### config.mk
export PLATFORM = sky130hd
export DESIGN_NAME = tap_hold_double_tap_resolver
export DESIGN_NICKNAME = d
export VERILOG_FILES = /design/src/thdt_pkg.sv /design/src/thdt_engine.sv /design/src/thdt_back.sv /design/src/tap_hold_double_tap_resolver.sv
export SDC_FILE = /design/constraint.sdc
export NUM_CORES = 2
export LEC_CHECK = 0
export BUFFER_PORTS_ARGS = -buffer_cell sky130_fd_sc_hd__buf_2
export CAP_MARGIN = 0
export CORE_ASPECT_RATIO = 1.1
export CORE_MARGIN = 2
export CORE_UTILIZATION = 50
export CTS_BUF_LIST = sky130_fd_sc_hd__clkbuf_16
export DETAILED_ROUTE_END_ITERATION = 6
export GPL_TIMING_DRIVEN = 0
export PLACE_DENSITY_LB_ADDON = 0.05
export SLEW_MARGIN = 20
export SYNTH_ARGS = -nofsm -noshare
export SYNTH_HDL_FRONTEND = slang
export SYNTH_SLANG_ARGS = --single-unit
### constraint.sdc
create_clock -name clk -period 10.1 [get_ports clk]
set_input_delay 0 -clock clk [delete_from_list [all_inputs] [get_ports clk]]
set_output_delay 0 -clock clk [all_outputs]
set_load 0.05 [all_outputs]
### src/thdt_pkg.sv
// Package for the tap/hold/double-tap resolver: payload structs and codes.
// No dependencies.
package thdt_pkg;

  localparam logic [1:0] OP_PRESS   = 2'd0;
  localparam logic [1:0] OP_RELEASE = 2'd1;
  localparam logic [1:0] OP_INTR    = 2'd2;
  localparam logic [1:0] OP_TICK    = 2'd3;

  localparam logic [1:0] BIND_TAP    = 2'd0;
  localparam logic [1:0] BIND_HOLD   = 2'd1;
  localparam logic [1:0] BIND_DOUBLE = 2'd2;

  localparam logic [2:0] PH_IDLE   = 3'd0;
  localparam logic [2:0] PH_FIRST  = 3'd1;
  localparam logic [2:0] PH_WAIT   = 3'd2;
  localparam logic [2:0] PH_SECOND = 3'd3;
  localparam logic [2:0] PH_HOLD   = 3'd4;

  localparam logic CFG_TERM  = 1'b0;
  localparam logic CFG_COUNT = 1'b1;

  typedef struct packed {
    logic [1:0]  opcode;
    logic [7:0]  key_position;
    logic [31:0] event_time;
  } in_item_t;

  typedef struct packed {
    logic [7:0]  action_position;
    logic [1:0]  binding_index;
    logic        transparent;
    logic        is_press;
    logic [31:0] action_time;
    logic        last_of_run;
  } out_item_t;

  // Raw action from the slot engine, before binding clamp.
  typedef struct packed {
    logic [7:0]  key;
    logic [1:0]  idx;
    logic        press;
    logic [31:0] time_ms;
    logic        last;
  } act_t;

  function automatic logic reached(input logic [31:0] t, input logic [31:0] d);
    logic [31:0] diff;
    diff = t - d;
    return ~diff[31];
  endfunction

endpackage

### src/thdt_engine.sv
// Front part: accepts events, walks the slot table one slot per cycle while
// the queue has room, updates slot state, pushes raw actions. Depends on thdt_pkg.
module thdt_engine #(
  parameter int SLOTS = 8
) (
  input  logic                  clk,
  input  logic                  rst_n,
  input  logic                  in_valid,
  output logic                  in_stall,
  input  thdt_pkg::in_item_t    in_item,
  input  logic [15:0]           term,
  output logic                  act_push,
  output thdt_pkg::act_t        act_data,
  input  logic                  act_full
);
  import thdt_pkg::*;

  localparam int SW = (SLOTS > 1) ? $clog2(SLOTS) : 1;
  localparam logic [SW-1:0] LAST_SLOT = SW'(SLOTS - 1);

  // Sequencer: idle, one keyed slot, slot walk, second half of a pair,
  // reopen after a late tap, and the final push carrying the last flag.
  localparam logic [2:0] ST_IDLE = 3'd0, ST_ONE = 3'd1, ST_SCAN = 3'd2,
                         ST_PAIR = 3'd3, ST_OPEN = 3'd4, ST_FLUSH = 3'd5;

  logic [SLOTS-1:0] used_r, used_nxt, held_r, held_nxt, armed_r, armed_nxt;
  logic [SLOTS-1:0] dset_r, dset_nxt;
  logic [7:0]  key_r [SLOTS];
  logic [7:0]  key_nxt [SLOTS];
  logic [2:0]  ph_r [SLOTS];
  logic [2:0]  ph_nxt [SLOTS];
  logic [31:0] dl_r [SLOTS];
  logic [31:0] dl_nxt [SLOTS];

  logic [2:0]    st_r, st_nxt;
  logic [2:0]    after_r, after_nxt;   // where to go once a pair is out
  in_item_t      ev_r, ev_nxt;
  logic [SW-1:0] idx_r, idx_nxt;
  logic [4:0]    cnt_r, cnt_nxt;       // results kept for this item
  act_t          pend_r, pend_nxt;     // second half of a pair
  act_t          hold_r, hold_nxt;     // newest result, held until the next
  logic          hold_v_r, hold_v_nxt;

  // key lookup and free slot over the current table
  logic          hit, freef;
  logic [SW-1:0] hit_i, free_i;
  always_comb begin
    hit = 1'b0; hit_i = '0; freef = 1'b0; free_i = '0;
    for (int i = SLOTS - 1; i >= 0; i--) begin
      if (used_r[i] && key_r[i] == ev_r.key_position) begin
        hit = 1'b1; hit_i = SW'(i);
      end
      if (!used_r[i]) begin
        freef = 1'b1; free_i = SW'(i);
      end
    end
  end

  assign in_stall = (st_r != ST_IDLE);

  function automatic act_t mk(input logic [7:0] k, input logic [1:0] b,
                              input logic p, input logic [31:0] t);
    act_t a;
    a.key = k; a.idx = b; a.press = p; a.time_ms = t; a.last = 1'b0;
    return a;
  endfunction

  always_comb begin
    logic [SW-1:0] s;
    logic          sel, clr, do_open, emit_v, due;
    logic [1:0]    n_act;
    act_t          a0, a1, emit_a;
    logic [31:0]   t;
    logic [7:0]    k;
    used_nxt = used_r; held_nxt = held_r; armed_nxt = armed_r; dset_nxt = dset_r;
    key_nxt = key_r; ph_nxt = ph_r; dl_nxt = dl_r;
    st_nxt = st_r; after_nxt = after_r; ev_nxt = ev_r; idx_nxt = idx_r;
    cnt_nxt = cnt_r; pend_nxt = pend_r; hold_nxt = hold_r; hold_v_nxt = hold_v_r;
    act_push = 1'b0; act_data = hold_r;
    s = (st_r == ST_SCAN) ? idx_r : hit_i;
    sel = 1'b0; clr = 1'b0; do_open = 1'b0; emit_v = 1'b0; emit_a = '0;
    n_act = 2'd0; a0 = '0; a1 = '0;
    t = ev_r.event_time;
    k = key_r[s];
    due = reached(t, dl_r[s]);
    case (st_r)
      ST_IDLE: begin
        if (in_valid) begin
          ev_nxt = in_item; idx_nxt = '0; cnt_nxt = '0; hold_v_nxt = 1'b0;
          st_nxt = (in_item.opcode == OP_INTR || in_item.opcode == OP_TICK)
                   ? ST_SCAN : ST_ONE;
        end
      end
      ST_ONE: begin
        if (!act_full) begin
          after_nxt = ST_FLUSH;
          if (hit) sel = 1'b1;
          else if (ev_r.opcode == OP_PRESS && freef) do_open = 1'b1;
        end
      end
      ST_SCAN: begin
        if (!act_full) begin
          sel = 1'b1;
          idx_nxt = idx_r + SW'(1);
          after_nxt = (idx_r == LAST_SLOT) ? ST_FLUSH : ST_SCAN;
        end
      end
      ST_PAIR: begin
        if (!act_full) begin
          emit_v = 1'b1; emit_a = pend_r;
          st_nxt = after_r;
        end
      end
      ST_OPEN: begin
        if (!act_full) begin
          do_open = freef;
          st_nxt = ST_FLUSH;
        end
      end
      ST_FLUSH: begin
        if (!act_full) begin
          if (hold_v_r) begin
            act_push = 1'b1; act_data.last = 1'b1; hold_v_nxt = 1'b0;
          end
          st_nxt = ST_IDLE;
        end
      end
      default: st_nxt = ST_IDLE;
    endcase

    // One slot step: state update plus up to two results.
    if (sel) begin
      case (ev_r.opcode)
        OP_PRESS: begin
          held_nxt[s] = 1'b1;
          if (ph_r[s] == PH_WAIT && due) begin
            // Late second press: the first tap resolves and a new gesture opens.
            n_act = 2'd2; clr = 1'b1; after_nxt = ST_OPEN;
            a0 = mk(k, BIND_TAP, 1'b1, dl_r[s]);
            a1 = mk(k, BIND_TAP, 1'b0, dl_r[s]);
          end else begin
            armed_nxt[s] = 1'b0;
            if (ph_r[s] == PH_WAIT) begin
              ph_nxt[s] = PH_SECOND;
              dl_nxt[s] = t + {16'd0, term};
              dset_nxt[s] = 1'b1; armed_nxt[s] = 1'b1;
            end
          end
        end
        OP_RELEASE: begin
          if (dset_r[s] && due && ph_r[s] == PH_FIRST) begin
            // Held past the deadline: hold press at the deadline, release now.
            n_act = 2'd2; clr = 1'b1;
            a0 = mk(k, BIND_HOLD, 1'b1, dl_r[s]);
            a1 = mk(k, BIND_HOLD, 1'b0, t);
          end else if (dset_r[s] && due && ph_r[s] == PH_SECOND) begin
            n_act = 2'd2; clr = 1'b1;
            a0 = mk(k, BIND_DOUBLE, 1'b1, dl_r[s]);
            a1 = mk(k, BIND_DOUBLE, 1'b0, dl_r[s]);
          end else begin
            held_nxt[s] = 1'b0;
            case (ph_r[s])
              PH_FIRST: begin
                ph_nxt[s] = PH_WAIT;
                dl_nxt[s] = t + {16'd0, term};
                dset_nxt[s] = 1'b1; armed_nxt[s] = 1'b1;
              end
              PH_SECOND: begin
                n_act = 2'd2; clr = 1'b1;
                a0 = mk(k, BIND_DOUBLE, 1'b1, t);
                a1 = mk(k, BIND_DOUBLE, 1'b0, t);
              end
              PH_HOLD: begin
                n_act = 2'd1; clr = 1'b1;
                a0 = mk(k, BIND_HOLD, 1'b0, t);
              end
              default: ;
            endcase
          end
        end
        OP_INTR: begin
          if (used_r[s] && k != ev_r.key_position) begin
            case (ph_r[s])
              PH_FIRST: begin
                armed_nxt[s] = 1'b0; ph_nxt[s] = PH_HOLD; n_act = 2'd1;
                a0 = mk(k, BIND_HOLD, 1'b1, t);
              end
              PH_WAIT: begin
                n_act = 2'd2; clr = 1'b1;
                a0 = mk(k, BIND_TAP, 1'b1, t);
                a1 = mk(k, BIND_TAP, 1'b0, t);
              end
              PH_SECOND: begin
                n_act = 2'd2; clr = 1'b1;
                a0 = mk(k, BIND_DOUBLE, 1'b1, t);
                a1 = mk(k, BIND_DOUBLE, 1'b0, t);
              end
              default: ;
            endcase
          end
        end
        default: begin
          if (used_r[s] && armed_r[s] && due) begin
            armed_nxt[s] = 1'b0;
            case (ph_r[s])
              PH_FIRST: begin
                if (held_r[s]) begin
                  ph_nxt[s] = PH_HOLD; n_act = 2'd1;
                  a0 = mk(k, BIND_HOLD, 1'b1, dl_r[s]);
                end
              end
              PH_WAIT: begin
                if (!held_r[s]) begin
                  n_act = 2'd2; clr = 1'b1;
                  a0 = mk(k, BIND_TAP, 1'b1, dl_r[s]);
                  a1 = mk(k, BIND_TAP, 1'b0, dl_r[s]);
                end
              end
              PH_SECOND: begin
                if (held_r[s]) begin
                  n_act = 2'd2; clr = 1'b1;
                  a0 = mk(k, BIND_DOUBLE, 1'b1, dl_r[s]);
                  a1 = mk(k, BIND_DOUBLE, 1'b0, dl_r[s]);
                end
              end
              default: ;
            endcase
          end
        end
      endcase
    end

    if (st_r == ST_ONE || st_r == ST_SCAN) begin
      if (!act_full) begin
        if (n_act != 2'd0) begin
          emit_v = 1'b1; emit_a = a0;
        end
        if (n_act == 2'd2) begin
          pend_nxt = a1; st_nxt = ST_PAIR;
        end else begin
          st_nxt = after_nxt;
        end
      end
    end

    if (clr) begin
      used_nxt[s] = 1'b0; key_nxt[s] = '0; ph_nxt[s] = PH_IDLE; held_nxt[s] = 1'b0;
      armed_nxt[s] = 1'b0; dl_nxt[s] = '0; dset_nxt[s] = 1'b0;
    end

    if (do_open) begin
      used_nxt[free_i] = 1'b1; key_nxt[free_i] = ev_r.key_position;
      held_nxt[free_i] = 1'b1; ph_nxt[free_i] = PH_FIRST;
      dl_nxt[free_i] = t + {16'd0, term};
      dset_nxt[free_i] = 1'b1; armed_nxt[free_i] = 1'b1;
    end

    // A new result pushes out the one held before it; results past the
    // sixteenth of an item are dropped.
    if (emit_v && cnt_r < 5'd16) begin
      cnt_nxt = cnt_r + 5'd1;
      if (hold_v_r) act_push = 1'b1;
      hold_nxt = emit_a; hold_v_nxt = 1'b1;
    end
  end

  always_ff @(posedge clk) begin
    if (!rst_n) begin
      st_r <= ST_IDLE; after_r <= ST_FLUSH; used_r <= '0; held_r <= '0;
      armed_r <= '0; dset_r <= '0; cnt_r <= '0; idx_r <= '0; hold_v_r <= 1'b0;
      for (int i = 0; i < SLOTS; i++) begin
        key_r[i] <= '0; ph_r[i] <= PH_IDLE; dl_r[i] <= '0;
      end
    end else begin
      st_r <= st_nxt; after_r <= after_nxt; used_r <= used_nxt; held_r <= held_nxt;
      armed_r <= armed_nxt; dset_r <= dset_nxt; cnt_r <= cnt_nxt;
      idx_r <= idx_nxt; hold_v_r <= hold_v_nxt;
      key_r <= key_nxt; ph_r <= ph_nxt; dl_r <= dl_nxt;
    end
  end

  always_ff @(posedge clk) begin
    ev_r <= ev_nxt;
    pend_r <= pend_nxt;
    hold_r <= hold_nxt;
  end
endmodule

### src/thdt_back.sv
// Back part: queue of raw actions, binding clamp, and the output register.
// The last flag arrives with each action from the front part. Depends on thdt_pkg.
module thdt_back (
  input  logic                clk,
  input  logic                rst_n,
  input  logic                act_push,
  input  thdt_pkg::act_t      act_data,
  output logic                act_full,
  input  logic [1:0]          bcount,
  output logic                out_valid,
  input  logic                out_stall,
  output thdt_pkg::out_item_t out_item
);
  import thdt_pkg::*;

  // Two-entry queue ahead of the output register.
  act_t       q_r [2];
  logic [1:0] n_r;
  logic       rd_r, wr_r;
  logic       pop;

  assign act_full = (n_r == 2'd2);
  assign pop = (n_r != 2'd0) && (!out_valid || !out_stall);

  always_ff @(posedge clk) begin
    if (!rst_n) begin
      n_r <= '0; rd_r <= 1'b0; wr_r <= 1'b0; out_valid <= 1'b0;
    end else begin
      if (act_push) begin
        q_r[wr_r] <= act_data; wr_r <= ~wr_r;
      end
      if (pop) rd_r <= ~rd_r;
      n_r <= n_r + {1'b0, act_push} - {1'b0, pop};
      if (pop) out_valid <= 1'b1;
      else if (!out_stall) out_valid <= 1'b0;
    end
  end

  always_ff @(posedge clk) begin
    if (pop) begin
      out_item.action_position <= q_r[rd_r].key;
      out_item.transparent     <= (bcount == 2'd0);
      out_item.binding_index   <= (bcount == 2'd0) ? 2'd0 :
                                  (q_r[rd_r].idx < bcount) ? q_r[rd_r].idx :
                                  bcount - 2'd1;
      out_item.is_press        <= q_r[rd_r].press;
      out_item.action_time     <= q_r[rd_r].time_ms;
      out_item.last_of_run     <= q_r[rd_r].last;
    end
  end
endmodule

### src/tap_hold_double_tap_resolver.sv
// Top level of the tap/hold/double-tap resolver: config registers, slot
// engine and action queue. Depends on thdt_pkg, thdt_engine, thdt_back.
//
//  channel | direction | handshake           | word
//  in_     | input     | in_valid / in_stall | in_item  (opcode, key, time)
//  out_    | output    | out_valid/out_stall | out_item (one binding action)
//  cfg_    | input     | cfg_we              | cfg_index, cfg_data
//
// A press or release works on its one keyed slot; a late second press also
// reopens a slot. An interrupt or tick walks every slot, one per cycle while
// the action queue has room; the second result of a pair is pushed from its
// own state. Each result is held back until the next one so the final one
// can carry the last flag. Reset is synchronous and clears all slots,
// loading a 200 ms tapping term and three bindings.
// A full action queue stalls the engine; output stalls back up the queue.
module tap_hold_double_tap_resolver #(
  parameter int SLOTS = 8
) (
  input  logic                clk,
  input  logic                rst_n,
  input  logic                in_valid,
  output logic                in_stall,
  input  thdt_pkg::in_item_t  in_item,
  output logic                out_valid,
  input  logic                out_stall,
  output thdt_pkg::out_item_t out_item,
  input  logic                cfg_we,
  input  logic                cfg_index,
  input  logic [15:0]         cfg_data
);
  import thdt_pkg::*;

  logic [15:0] term_r;
  logic [1:0]  bcount_r;
  logic        act_push, act_full;
  act_t        act_data;

  // The user must write configuration only while idle; the block itself does not enforce it.
  always_ff @(posedge clk) begin
    if (!rst_n) begin
      term_r <= 16'd200; bcount_r <= 2'd3;
    end else if (cfg_we) begin
      if (cfg_index == CFG_TERM) term_r <= cfg_data;
      else bcount_r <= cfg_data[1:0];
    end
  end

  thdt_engine #(.SLOTS(SLOTS)) u_engine (
    .clk, .rst_n, .in_valid, .in_stall, .in_item, .term(term_r),
    .act_push, .act_data, .act_full
  );

  thdt_back u_back (
    .clk, .rst_n, .act_push, .act_data, .act_full, .bcount(bcount_r),
    .out_valid, .out_stall, .out_item
  );
endmodule

==> results_dict.tcl <==
set metrics [dict create \
    maxCapViolCount 0 \
    nets 4020 \
    numCtsBuffers 75 \
    worst_setup_path_start_kind "flip-flop" \
    rows 100 \
    synth_seq_cells 675 \
    cp_common_cell "a21o_1" \
    slew_headroom_pct 11.6 \
    syn_nets 3757 \
    tightestPinTransition_ns 1.32 \
    cts_tree "done" \
    io_buffer_count 109 \
    critPathMaxStageDelay_ns 0.79 \
    grt-ovfl-total 0 \
    first_pass_iters 7 \
    synth.distinct_cells 112 \
    yosys_warnings 0 \
    whs_ns 0.0660 \
    crit_slowest_cell "a211oi_2" \
    p_leak_nw 13.4 \
    core_um2 67300 \
    cts_root_buf "clkbuf_16" \
    grt_pass1_vias 32200 \
    clk_pin_slew_ns 0.07 \
    syn_area_um2 33800 \
    dpl.hpwl_um 119000 \
    hold_class "in2reg" \
    antenna_found_initial 6 \
    total_power_mw 9.63 \
    cts_max_level 3 \
    slew_viol_final 0 \
    setup_viol 0 \
    die_x_um 252 \
    arrival_ns 10.60 \
    drive_above_1_share_pct 13.2 \
    yosys.area.top_type "dfxtp_1" \
    fp.dieH_um 277 \
    skew_ns 0.0451 \
    gp_congestion 1.10 \
    worstSkewPairLatency_ns 0.67 \
    period_share_pct 99.8 \
    layout_commonest_cell "nand2_1" \
    final_antenna_net_count 0 \
    grt_pass1_wl_um 229000 \
    area_growth_pct 15.6 \
    powerDensity_nw_per_um2 246 \
    drt_wl_total_um 163000 \
    hold_viol 0 \
    clock_path_buffers 3 \
    cp_num_buf_inv 8 \
    start_util_pct 50.3 \
    clkSinkCount 675 \
    synth_ff_type "dfxtp_1" \
    critPathRequiredTime_ns 10.62 \
    failed_checks "design-rule violations" \
    status "finished with violations" \
    syn_inst 3639 \
    fmax_mhz 99.2 \
    yosys-top-cells-area "dfxtp_1, edfxtp_1, nand2_1" \
    path_delay_family "compound AO/OA/AOI/OAI gates" \
    yosysSeqAreaShare_pct 47.6 \
    grt_max_degree 45 \
    rsz0062_at_grt "false" \
    wl_per_cell_um 33.8 \
    async_reset_ff_share_pct 0 \
    synth_top_area_share_pct 24.5 \
    irDropWorstVdd_uv 162 \
    path_max_fanout 28 \
    postCtsSetupBuffers 0 \
    vias 34200 \
    crit_type "reg2reg" \
    end_kind "flip-flop" \
    io_pins 111 \
    synth_edf_count 260 \
    drt-initial-drc-count 6085 \
    drc 15 \
    avgSynthCellArea_um2 9.30 \
    min_period_ns 10.08 \
    drt-vias-per-instance 7.07 \
    grtUsageTotal_pct 45.6 \
    mostFrequentLayoutCells "nand2_1, dfxtp_1, a21oi_1" \
    dieArea_um2 69800 \
]
-- report_power, final --
group	switching (mW)	total [mW]	internal, mW
sequential	0.185	3.26	3.08
clock	1.22	2.94	1.72
combinational	2.52	3.43	0.901
total	3.93	9.63	5.70
-- registers in the layout (all words and copies together), names as in the netlist, 16 cells and up, named ones only --
name	cells
u_engine.dl_r	256
u_engine.key_r	64
term_r	16
u_back.q_r	88
u_engine.ph_r	24
u_back.out_item	45
u_engine.act_data	43
u_engine.ev_r	42
u_engine.pend_r	42
-- layout make-up --
| type | instances | area, um^2 |
|---|---|---|
| Inverter | 34 | 130 |
| Timing Repair Buffer | 190 | 1430 |
| Fill cell | 5941 | 28200 |
| Buffer | 277 | 1310 |
| Tap cell | 867 | 1080 |
| Clock inverter | 61 | 682 |
| Sequential cell | 675 | 16100 |
| Antenna cell | 3 | 7.51 |
| Clock buffer | 75 | 1880 |
| Multi-Input combinational cell | 2649 | 16500 |
-- worst register-to-register path: cells and delay by family, from the launching register on --
family / cells / cell delay (ns)
flops: 1 / 0.34
xor+xnor: 2 / 0.41
buf+inv: 8 / 3.15
compound gates: 14 / 3.79
simple gates: 7 / 1.85
fa+ha+maj: 1 / 0.41
-- per-stage QoR --
| step | area [um^2] | setup slack (ns) | utilization, % | cells | setup TNS (ns) |
|---|---|---|---|---|---|
| finish | 39100 | 0.0180 | 58.1 | 4831 | 0 |
| global route | 39100 | 0.00225 | 58.1 | 4829 | 0 |
| CTS | 39000 | 0.0268 | 57.9 | 4826 | 0 |
| detailed placement | 35700 | -1.20 | 53.0 | 4624 | -577.98 |
| global placement | 35500 | -2.26 | 52.7 | 4615 | -747.29 |
| floorplan | 33900 | 2.30 | - | 3639 | 0 |
-- cells in the mapped netlist (9+ instances only) --
master     number
a211oi_1       17
a21o_1         25
a21oi_1       284
a221o_1        25
a221oi_1       35
a22o_1         25
a22oi_1        57
a311oi_1       17
a31o_2         13
a31oi_1        36
and2_1          9
and3_1         30
buf_1          15
buf_2          49
buf_4          21
buf_6          11
clkbuf_1      184
dfxtp_1       415
edfxtp_1      260
ha_1           53
inv_1          31
mux2_2         52
mux2i_1        46
nand2_1       510
nand2b_1       17
nand3_1       229
nand4_1        22
nor2_1        270
nor2b_1         9
nor3_1         48
nor4_1         12
o211ai_1       21
o21a_1         20
o21ai_0       219
o21ai_1        43
o221ai_1       38
o22a_1         10
o22ai_1       102
o2bb2ai_1      53
o32ai_1        14
or2_2          10
or3_1          12
xnor2_1        82
xor2_1         41
-- cells by family (layout without fill, tap and decap cells) --
family	Yosys count	count (layout)	synth area share, %
and+or+nand+nor	1210	1210	15.9
AOI/OAI and AO/OA	1153	1153	23.3
other	0	3	0
muxes	107	107	3.69
adders and majority gates	54	54	2.02
buffers and inverters	315	637	4.20
xor gates and xnor gates	125	125	3.31
DFF	675	675	47.6
-- timing repair --
action                                 4_1_cts  5_1_grt
endpoints found under the hold margin      107        0
gates cloned                                 0        0
gates resized for setup                     12       47
hold buffers                                70        0
setup endpoints to repair                  647      602
-- layer usage --
metal	wire (um)	track usage [%]
met1	59200	56.5
met2	66900	65.6
met3	23200	16.6
met4	13900	32.3
met5	80	0
-- path summary, 6_finish.rpt --
kind | start | to | slack (ns) | cells after the start
worst max-delay path | u_engine.ev_r[39] | u_engine.dl_r[64] | 0.02 | 32
worst min-delay path | in_item[29] | u_engine.ev_r[29] | 0.07 | 2
worst max register to register | u_engine.ev_r[39] | u_engine.dl_r[64] | 0.02 | 32
worst min register to register | u_engine.act_data[35] | u_back.q_r[0][35] | 0.44 | 0
(Power assumes the default switching activity.)
